**src/hw/rtl/pod_pkg.sv**
```systemverilog
// pod_pkg: shared types and constants for the pixel outline dilation block.
// Register map codes, window column and result beat structs, fixed limits.
// No dependencies.
package pod_pkg;

	localparam int PIX_W  = 8;
	localparam int SIZE_W = 10;
	localparam int ROW_W  = 10;
	localparam int ADDR_W = 4;
	localparam int DATA_W = 32;

	// row counters saturate here
	localparam logic [ROW_W-1:0] ROW_LIMIT = 10'd1023;
	// rows beyond this are treated as this many
	localparam int MAX_HEIGHT = 512;

	typedef enum logic [1:0] {
		REG_WIDTH  = 2'd0,
		REG_HEIGHT = 2'd1,
		REG_COLOR  = 2'd2,
		REG_DIAG   = 2'd3
	} reg_idx_t;

	localparam logic [SIZE_W-1:0] RST_WIDTH  = 10'd16;
	localparam logic [SIZE_W-1:0] RST_HEIGHT = 10'd16;
	localparam logic [PIX_W-1:0]  RST_COLOR  = 8'd1;
	localparam logic              RST_DIAG   = 1'b1;

	// one column of the 3x3 neighborhood: only the middle row keeps its value
	typedef struct packed {
		logic             top;
		logic [PIX_W-1:0] mid;
		logic             bot;
	} win_col_t;

	typedef struct packed {
		logic advance;
		logic col_start;
		logic restart;
	} win_ctl_t;

	typedef struct packed {
		logic [PIX_W-1:0] pixel;
		logic             last;
	} res_beat_t;

endpackage

```
**src/hw/rtl/pod_line_store.sv**
```systemverilog
// pod_line_store: single-port-write line buffer with one registered read.
// Write-first on an address collision so the read sees the new word.
// No dependencies.
module pod_line_store #(
	parameter int DEPTH = 512,
	parameter int DW    = 8,
	parameter int AW    = $clog2(DEPTH)
) (
	input  logic          clk,
	input  logic          we,
	input  logic [AW-1:0] waddr,
	input  logic [DW-1:0] wdata,
	input  logic [AW-1:0] raddr,
	output logic [DW-1:0] rdata
);

	logic [DW-1:0] mem_q [DEPTH];
	logic [DW-1:0] rdata_q;

	always_ff @(posedge clk) begin
		if (we) begin
			mem_q[waddr] <= wdata;
		end
		if (we && (waddr == raddr)) begin
			rdata_q <= wdata;
		end else begin
			rdata_q <= mem_q[raddr];
		end
	end

	assign rdata = rdata_q;

endmodule

```
**src/hw/rtl/pod_window.sv**
```systemverilog
// pod_window: two stored neighborhood columns plus the center judge.
// The incoming column is the right neighbor; the judged center is the newest stored one.
// Depends on pod_pkg.
module pod_window (
	input  logic                    clk,
	input  logic                    arst_n,
	input  pod_pkg::win_ctl_t       ctl,
	input  pod_pkg::win_col_t       new_col,
	input  logic                    diag_en,
	input  logic [pod_pkg::PIX_W-1:0] color,
	output logic [pod_pkg::PIX_W-1:0] result
);
	import pod_pkg::*;

	win_col_t left_q;
	win_col_t cent_q;
	win_col_t right_c;
	logic     hit_orth;
	logic     hit_diag;

	// at a row start the right neighbor lies outside the frame
	assign right_c  = ctl.col_start ? '0 : new_col;
	assign hit_orth = (left_q.mid != '0) || (right_c.mid != '0) || cent_q.top || cent_q.bot;
	assign hit_diag = left_q.top || left_q.bot || right_c.top || right_c.bot;

	always_comb begin
		if (cent_q.mid != '0) begin
			result = cent_q.mid;
		end else if (hit_orth || (diag_en && hit_diag)) begin
			result = color;
		end else begin
			result = '0;
		end
	end

	always_ff @(posedge clk or negedge arst_n) begin
		if (!arst_n) begin
			left_q <= '0;
			cent_q <= '0;
		end else if (ctl.restart) begin
			left_q <= '0;
			cent_q <= '0;
		end else if (ctl.advance) begin
			left_q <= ctl.col_start ? '0 : cent_q;
			cent_q <= new_col;
		end
	end

endmodule

```
**src/hw/rtl/pod_out_buf.sv**
```systemverilog
// pod_out_buf: two-beat result buffer between the pipeline and the result port.
// Full only when two beats wait, so one push and one pop per cycle sustain.
// Depends on pod_pkg.
module pod_out_buf (
	input  logic                clk,
	input  logic                arst_n,
	input  logic                push,
	input  pod_pkg::res_beat_t  push_beat,
	input  logic                pop,
	output logic                valid,
	output pod_pkg::res_beat_t  beat,
	output logic                full
);
	import pod_pkg::*;

	res_beat_t ent_q [2];
	logic      rd_ptr_q;
	logic      wr_ptr_q;
	logic [1:0] cnt_q;
	logic      pop_ok;

	assign valid  = (cnt_q != 2'd0);
	assign full   = (cnt_q == 2'd2);
	assign beat   = ent_q[rd_ptr_q];
	assign pop_ok = valid && pop;

	always_ff @(posedge clk) begin
		if (push) begin
			ent_q[wr_ptr_q] <= push_beat;
		end
	end

	always_ff @(posedge clk or negedge arst_n) begin
		if (!arst_n) begin
			rd_ptr_q <= 1'b0;
			wr_ptr_q <= 1'b0;
			cnt_q    <= 2'd0;
		end else begin
			if (push) begin
				wr_ptr_q <= ~wr_ptr_q;
			end
			if (pop_ok) begin
				rd_ptr_q <= ~rd_ptr_q;
			end
			cnt_q <= cnt_q + 2'(push) - 2'(pop_ok);
		end
	end

endmodule

```
**src/hw/rtl/pixel_outline_dilation.sv**
```systemverilog
// pixel_outline_dilation: streaming 3x3 outline of an 8-bit palette frame.
// Top level: register file, raster counters, line stores, window, result buffer.
// Depends on pod_pkg, pod_line_store, pod_window, pod_out_buf.
//
//  port group | direction | beat contents               | handshake
//  -----------+-----------+-----------------------------+--------------------------------
//  pix        | in        | pixel_value, drain          | pix_valid & pix_ready
//  res        | out       | out_pixel, last             | res_valid & res_ready
//  apb        | in/out    | paddr, pwdata / prdata      | psel & penable & pwrite (pready=1)
//
// One pixel beat per cycle while pix_ready is high. The line stores are read one
// beat ahead at the next column, so a beat's whole step (store read, window shift,
// judge) fits between the state registers and the two-beat result buffer.
// A result is registered into the result buffer by the beat that causes it, width+1
// beats behind its own pixel, and leaves on res from there; width+1 drain beats flush the frame.
// pix_ready drops only while both result buffer entries wait on res_ready.
// Reset clears counters, window and buffer; line stores are not cleared,
// reads of rows that have not been written yet are masked by the row count.
module pixel_outline_dilation #(
	parameter int MAX_WIDTH = 512
) (
	input  logic                         clk,
	input  logic                         arst_n,
	// configuration
	input  logic                         psel,
	input  logic                         penable,
	input  logic                         pwrite,
	input  logic [pod_pkg::ADDR_W-1:0]   paddr,
	input  logic [pod_pkg::DATA_W-1:0]   pwdata,
	output logic [pod_pkg::DATA_W-1:0]   prdata,
	output logic                         pready,
	// pixel beats
	input  logic                         pix_valid,
	output logic                         pix_ready,
	input  logic [pod_pkg::PIX_W-1:0]    pixel_value,
	input  logic                         drain,
	// result beats
	output logic                         res_valid,
	input  logic                         res_ready,
	output logic [pod_pkg::PIX_W-1:0]    out_pixel,
	output logic                         last
);
	import pod_pkg::*;

	localparam int CW = $clog2(MAX_WIDTH);
	localparam int SW = (CW + 1 > SIZE_W) ? CW + 1 : SIZE_W;

	// ---------------- configuration registers ----------------
	logic [SIZE_W-1:0] frame_width_q;
	logic [SIZE_W-1:0] frame_height_q;
	logic [PIX_W-1:0]  outline_color_q;
	logic              diagonal_enable_q;
	logic              cfg_wr;
	reg_idx_t          cfg_idx;

	assign pready  = 1'b1;
	assign cfg_wr  = psel && penable && pwrite;
	assign cfg_idx = reg_idx_t'(paddr[ADDR_W-1:2]);

	always_ff @(posedge clk or negedge arst_n) begin
		if (!arst_n) begin
			frame_width_q     <= RST_WIDTH;
			frame_height_q    <= RST_HEIGHT;
			outline_color_q   <= RST_COLOR;
			diagonal_enable_q <= RST_DIAG;
		end else if (cfg_wr) begin
			case (cfg_idx)
				REG_WIDTH:  frame_width_q     <= pwdata[SIZE_W-1:0];
				REG_HEIGHT: frame_height_q    <= pwdata[SIZE_W-1:0];
				REG_COLOR:  outline_color_q   <= pwdata[PIX_W-1:0];
				REG_DIAG:   diagonal_enable_q <= pwdata[0];
				default: ;
			endcase
		end
	end

	always_comb begin
		case (cfg_idx)
			REG_WIDTH:  prdata = DATA_W'(frame_width_q);
			REG_HEIGHT: prdata = DATA_W'(frame_height_q);
			REG_COLOR:  prdata = DATA_W'(outline_color_q);
			REG_DIAG:   prdata = DATA_W'(diagonal_enable_q);
			default:    prdata = '0;
		endcase
	end

	// ---------------- effective frame size ----------------
	// zero acts as one, oversize acts as the maximum
	logic [SW-1:0]    fw_ext;
	logic [CW:0]      w;
	logic [ROW_W-1:0] h;

	assign fw_ext = SW'(frame_width_q);

	always_comb begin
		if (fw_ext == '0) begin
			w = (CW + 1)'(1);
		end else if (fw_ext > SW'(MAX_WIDTH)) begin
			w = (CW + 1)'(MAX_WIDTH);
		end else begin
			w = fw_ext[CW:0];
		end
	end

	always_comb begin
		if (frame_height_q == '0) begin
			h = ROW_W'(1);
		end else if (int'(frame_height_q) > MAX_HEIGHT) begin
			h = ROW_W'(MAX_HEIGHT);
		end else begin
			h = frame_height_q;
		end
	end

	// ---------------- raster counters ----------------
	logic [CW-1:0]    in_col_q, in_col_d;
	logic [ROW_W-1:0] in_row_q, in_row_d;
	logic [CW-1:0]    out_col_q, out_col_d;
	logic [ROW_W-1:0] out_row_q, out_row_d;

	logic             buf_full;
	logic             accept;
	logic             active;
	logic             step;
	logic             emit;
	logic             fin;
	logic             last_beat;
	logic [CW:0]      in_col_inc;
	logic [CW:0]      out_col_inc;
	logic [ROW_W:0]   out_row_inc;
	logic             in_wrap;
	logic             out_wrap;
	logic [PIX_W-1:0] px;

	assign pix_ready = !buf_full;
	assign accept    = pix_valid && pix_ready;
	assign active    = (in_row_q < h);
	// drain beats are ignored while frame pixels are still expected
	assign step      = accept && !(active && drain);
	// once the frame is in, every beat is padding
	assign px        = active ? pixel_value : '0;

	assign emit = (in_row_q >= ROW_W'(2)) || ((in_row_q == ROW_W'(1)) && (in_col_q != '0));

	assign in_col_inc  = {1'b0, in_col_q} + (CW + 1)'(1);
	assign out_col_inc = {1'b0, out_col_q} + (CW + 1)'(1);
	assign out_row_inc = {1'b0, out_row_q} + (ROW_W + 1)'(1);
	assign in_wrap     = (in_col_inc >= w);
	assign out_wrap    = (out_col_inc >= w);
	assign last_beat   = (out_row_inc >= {1'b0, h}) && out_wrap;
	assign fin         = step && emit && last_beat;

	always_comb begin
		in_col_d  = in_col_q;
		in_row_d  = in_row_q;
		out_col_d = out_col_q;
		out_row_d = out_row_q;
		if (step) begin
			if (in_wrap) begin
				in_col_d = '0;
				if (in_row_q < ROW_LIMIT) begin
					in_row_d = in_row_q + ROW_W'(1);
				end
			end else begin
				in_col_d = in_col_inc[CW-1:0];
			end
			if (emit) begin
				if (out_wrap) begin
					out_col_d = '0;
					if (out_row_q < ROW_LIMIT) begin
						out_row_d = out_row_q + ROW_W'(1);
					end
				end else begin
					out_col_d = out_col_inc[CW-1:0];
				end
			end
		end
		// frame end: everything back to the origin
		if (fin) begin
			in_col_d  = '0;
			in_row_d  = '0;
			out_col_d = '0;
			out_row_d = '0;
		end
	end

	always_ff @(posedge clk or negedge arst_n) begin
		if (!arst_n) begin
			in_col_q  <= '0;
			in_row_q  <= '0;
			out_col_q <= '0;
			out_row_q <= '0;
		end else begin
			in_col_q  <= in_col_d;
			in_row_q  <= in_row_d;
			out_col_q <= out_col_d;
			out_row_q <= out_row_d;
		end
	end

	// ---------------- line stores ----------------
	// read address is the next beat's column, so data is ready when it arrives
	logic             up_rd;
	logic [PIX_W-1:0] mid_rd;
	logic             top_mark;
	logic [PIX_W-1:0] mid_pix;

	assign top_mark = (in_row_q >= ROW_W'(2)) ? up_rd : 1'b0;
	assign mid_pix  = (in_row_q != '0) ? mid_rd : '0;

	pod_line_store #(
		.DEPTH (MAX_WIDTH),
		.DW    (1)
	) u_upper (
		.clk   (clk),
		.we    (step),
		.waddr (in_col_q),
		.wdata (mid_pix != '0),
		.raddr (in_col_d),
		.rdata (up_rd)
	);

	pod_line_store #(
		.DEPTH (MAX_WIDTH),
		.DW    (PIX_W)
	) u_middle (
		.clk   (clk),
		.we    (step),
		.waddr (in_col_q),
		.wdata (px),
		.raddr (in_col_d),
		.rdata (mid_rd)
	);

	// ---------------- window and judge ----------------
	win_ctl_t         win_ctl;
	win_col_t         win_new;
	logic [PIX_W-1:0] judged;

	assign win_ctl = '{advance: step, col_start: (in_col_q == '0), restart: fin};
	assign win_new = '{top: top_mark, mid: mid_pix, bot: (px != '0)};

	pod_window u_window (
		.clk     (clk),
		.arst_n  (arst_n),
		.ctl     (win_ctl),
		.new_col (win_new),
		.diag_en (diagonal_enable_q),
		.color   (outline_color_q),
		.result  (judged)
	);

	// ---------------- result buffer ----------------
	res_beat_t push_beat;
	res_beat_t head_beat;

	assign push_beat = '{pixel: judged, last: last_beat};

	pod_out_buf u_out_buf (
		.clk       (clk),
		.arst_n    (arst_n),
		.push      (step && emit),
		.push_beat (push_beat),
		.pop       (res_ready),
		.valid     (res_valid),
		.beat      (head_beat),
		.full      (buf_full)
	);

	assign out_pixel = head_beat.pixel;
	assign last      = head_beat.last;

endmodule

```
**config.mk**
```make
export PLATFORM = sky130hd
export DESIGN_NAME = pixel_outline_dilation
export DESIGN_NICKNAME = d
export VERILOG_FILES = /design/src/hw/rtl/pod_pkg.sv /design/src/hw/rtl/pod_line_store.sv /design/src/hw/rtl/pod_window.sv /design/src/hw/rtl/pod_out_buf.sv /design/src/hw/rtl/pixel_outline_dilation.sv
export SDC_FILE = /design/constraint.sdc
export NUM_CORES = 2
export LEC_CHECK = 0
export BUFFER_PORTS_ARGS = -buffer_cell sky130_fd_sc_hd__buf_4
export CELL_PAD_IN_SITES_DETAIL_PLACEMENT = 1
export CELL_PAD_IN_SITES_GLOBAL_PLACEMENT = 2
export CORE_ASPECT_RATIO = 1.4
export CORE_MARGIN = 4
export CORE_UTILIZATION = 25
export CTS_CLUSTER_SIZE = 25
export DETAILED_ROUTE_END_ITERATION = 8
export GPL_TIMING_DRIVEN = 1
export PLACE_DENSITY_LB_ADDON = 0.1
export SYNTH_ARGS = -nofsm -noshare
export SYNTH_HDL_FRONTEND = slang
export SYNTH_MEMORY_MAX_BITS = 65536
export SYNTH_SLANG_ARGS = --single-unit
```
**constraint.sdc**
```tcl
create_clock -name clk -period 18.2 [get_ports clk]
set_clock_uncertainty 0.05 [all_clocks]
set_input_delay 0.91 -clock clk [delete_from_list [all_inputs] [get_ports clk]]
set_output_delay 0.91 -clock clk [all_outputs]
set_load 0.1 [all_outputs]
```
==> results by group <==
Critical path
  – WS Path Type: flop to flop
  – Setup crit start kind: flop
  – R2r endpoint: u_upper.mem_q[206]
  – Worst reg-to-reg setup slack: about 9.3 ns
  – CP arrival: between 9 and 10 ns
  – Maximum fanout along the worst path: 177
  – Crit. End Element: flop
  – Reg2Reg Depth: 13
  – WP data required: around 19 ns

STA
  – Slew @ Worst Pin: ~1.6 ns
  – Final Max Slew Viols: 11
  – Tcrit/Tclk final: 0.487
  – Minimum clock period: just under 9 ns
  – Unrepaired setup endpoints after global routing: no
  – Setup Total Neg Slack: 0 ns
  – FMAX: between 100 and 150 MHz
  – Relative slew slack: -0.0342
  – Endpoints failing hold: 0
  – Final setup fails: 0

Synth
  – Largest cells by area after synthesis: edfxtp_1 75%, mux4_2 14%, mux2i_1 1.6%
  – Mapped cell area: around 180,000 µm²
  – Seq/Total Area, Yosys: 0.766
  – Post-synthesis mux area share: 0.158
  – Yosys warnings: 0
  – Top_reg_cell synth: edfxtp_1
  – Post-synthesis async set-or-reset flop share: 0.0193
  – Synth area leader: edfxtp_1
  – Mapped Cells: between 8,000 and 9,000
  – Largest family of logic cells by synthesized area: multiplexers
  – Register bit total from synthesis: around 4,700
  – Synth top area share: 0.753
  – Post-synthesis compound-gate area fraction: 0.0260
  – Mean post-synth cell area: roughly 21 µm²
  – Post-synth EDFFs: 4,626
  – Simple-gate share of the synthesized area: 0.0294
  – XOR/XNOR share of the synthesized area: 0.00180
  – Adder-Cell Fraction of Synth Area: 0.00346
  – Cell variety after synth: 82

Final layout
  – Largest register by flop count: u_middle.mem_q
  – Post-Layout Inst Area: between 200,000 and 250,000 µm²
  – Layout Utilization: 0.291
  – Commonest non-fill, non-tap cell in the layout: edfxtp_1
  – Layout cell share with drive strength beyond 1: 0.249
  – Commonest non-fill, non-tap cells in the layout: 4,626 x edfxtp_1, 1,133 x mux4_2, 579 x nor2_1
  – Final #Nets: 9,297
  – Biggest regs: u_middle.mem_q (4096), u_upper.mem_q (512), u_out_buf.ent_q (18)
  – P&R area growth vs syn: 16.0%
  – Fin cells: between 15,000 and 20,000
  – Largest register FFs: 4,096

Floorplanning
  – FP Rows: about 370
  – DIE AREA: 752,000 µm²
  – Ports: 96
  – Placeable Area: between 700,000 and 800,000 µm²
  – Die X: around 730 µm
  – Initial Util: 0.251
  – Die Ht: roughly 1000 µm

Global route
  – Gr usage total: 0.172
  – Initial antenna violation count: 50
  – First-pass GRT wire length: between 800,000 and 900,000 µm
  – Pin count of the biggest net entering global routing: 187
  – Total grt overflow: 0
  – Vias in the first global route: 98,573
  – M3 GR Usage: 0.0199
  – Most Used Layer, Global Route: met2
  – Met2 usage: 0.321
  – GR Util met1: 0.204

Worst hold path
  – Min-Delay Path Depth: 3
  – Min-Delay Path Class: input port to flop
  – Hold Crit Start: res_ready
  – Hold Path End: u_out_buf.rd_ptr_q

Placed design
  – Post-DP Area: roughly 200,000 µm²
  – IO Port Bufs: 48
  – Gpl congestion: ~0.77
  – HPWL Detailed: around 420,000 µm
  – Cell count after placement: 18,430

CTS
  – Clock Path Buffers: 5
  – CTS tree: built
  – H-tree depth: 5
  – Clk root buf: clkbuf_16
  – Register clock-pin slew on the reported worst setup and hold paths: approximately 0.06 ns
  – Skew-Pair Late Insertion Delay: between 1 and 1.5 ns
  – Num Clock Sinks: roughly 4,700
  – TritonCTS Buffers: 501

Run
  – Max-cap viol count: 1

Detailed routing
  – DRC Markers: 0
  – Via count: 90,245
  – Post-DR vias/cell: 4.66
  – Post-route ant nets: 0
  – Final wirelength: approximately 660,000 µm
  – Initial DRT Pass Iterations: 5
  – Drt wl/cell: 33.8 µm
  – Initial DRC count: approximately 7,000

Run status
  – Status: complete, but fails checks
  – Violated checks: max-capacitance violations, max-slew violations

Power
  – Pwr dens: approximately 150 nW/µm²
  – Max rail drop VDD: ~0.00010 V
  – Leakage: about 65 nW
## worst max-delay path, stage by stage, from the launching register on
cell and delay (ns):
dfxtp_4 0.76, buf_4 0.64, buf_12 0.55, buf_4 0.69, mux4_2 0.34, o22ai_1 0.18, o41ai_1 1.24, nand4_1 0.87
o211ai_1 0.57, nor2_1 0.08, nand4_1 0.21, buf_4 0.37, buf_4 0.86, buf_12 0.68
## area by class of cell
type	count	area [µm²]
sequential	4726	141000
fill	73909	522000
antenna	32	80.1
clock buffer	629	13300
clock inverter	281	2570
timing repair buffer	392	3270
multi-input combinational	3550	41000
inverter	23	104
tap	9750	12200
## cells in the mapped netlist (15+ instances only)
master and n:
edfxtp_1 4626, mux4_2 1133, nor2_1 592, nand2_1 305, mux2i_1 291, clkbuf_1 223, buf_2 154, o22ai_1 137
nand3_1 130, a22oi_1 108, a21oi_1 92, dfrtp_1 87, o21ai_0 84, buf_1 72, mux2_2 68, buf_4 57
ha_1 51, o221ai_1 44, nor3_1 43, a22o_1 34, a31oi_1 27, nand2b_1 27, buf_6 25, nand4_1 25
xnor2_1 25, nor2b_1 24, a211oi_1 23, a221oi_1 20, and2_1 19, nor4_1 19, o211ai_1 18, a21o_1 17
inv_1 15
## routing by layer
metal | wire, µm | vias to the layer above | share of wire
li1 | - | 37445 | -
met1 | 258000 | 50302 | 0.39
met2 | 355000 | 1789 | 0.54
met3 | 21100 | 705 | 0.032
met4 | 20200 | 4 | 0.031
met5 | 32 | - | 0.000049
## repair_timing
action,CTS,global route
hold buffers,11,0
buffers inserted,0,0
hold endpoints to repair,55,0
resized for setup,0,0
## worst max-delay path by stage
stage	start	end	slack [ns]
after floorplan	flop	u_out_buf.ent_q[0][1]	3.82
after detailed placement	flop	u_upper.mem_q[135]	9.08
final	flop	u_upper.mem_q[206]	9.34
after global routing	flop	u_upper.mem_q[206]	8.75
after CTS	flop	u_upper.mem_q[17]	9.03
after global placement	flop	u_upper.mem_q[132]	9.21
## kinds of logic after synthesis
group / count (synthesis)
multiplexers: 1494
adder cells (fa/ha/maj): 51
AND/OR/NAND/NOR: 1251
buffers and inverters: 554
flip-flops: 4726
other: 2
AO/OA/AOI/OAI: 693
XOR/XNOR: 38
## through the flow
stage	hold WS, ns	setup WS, ns	power (mW)
finish	0.163	9.34	31.6
global route	0.139	8.75	32.9
CTS	0.0671	9.03	32.3
detailed placement	0.444	9.08	22.0
global placement	0.437	9.21	21.9
floorplan	0.410	3.82	18.4
## report_power, final
group	total (mW)	switching (mW)	internal [mW]
Sequential	12.8	0.145	12.7
Clock	10.2	4.35	5.82
Combinational	8.62	5.64	2.97
Total	31.6	10.1	21.5
(Power assumes the default switching activity.)
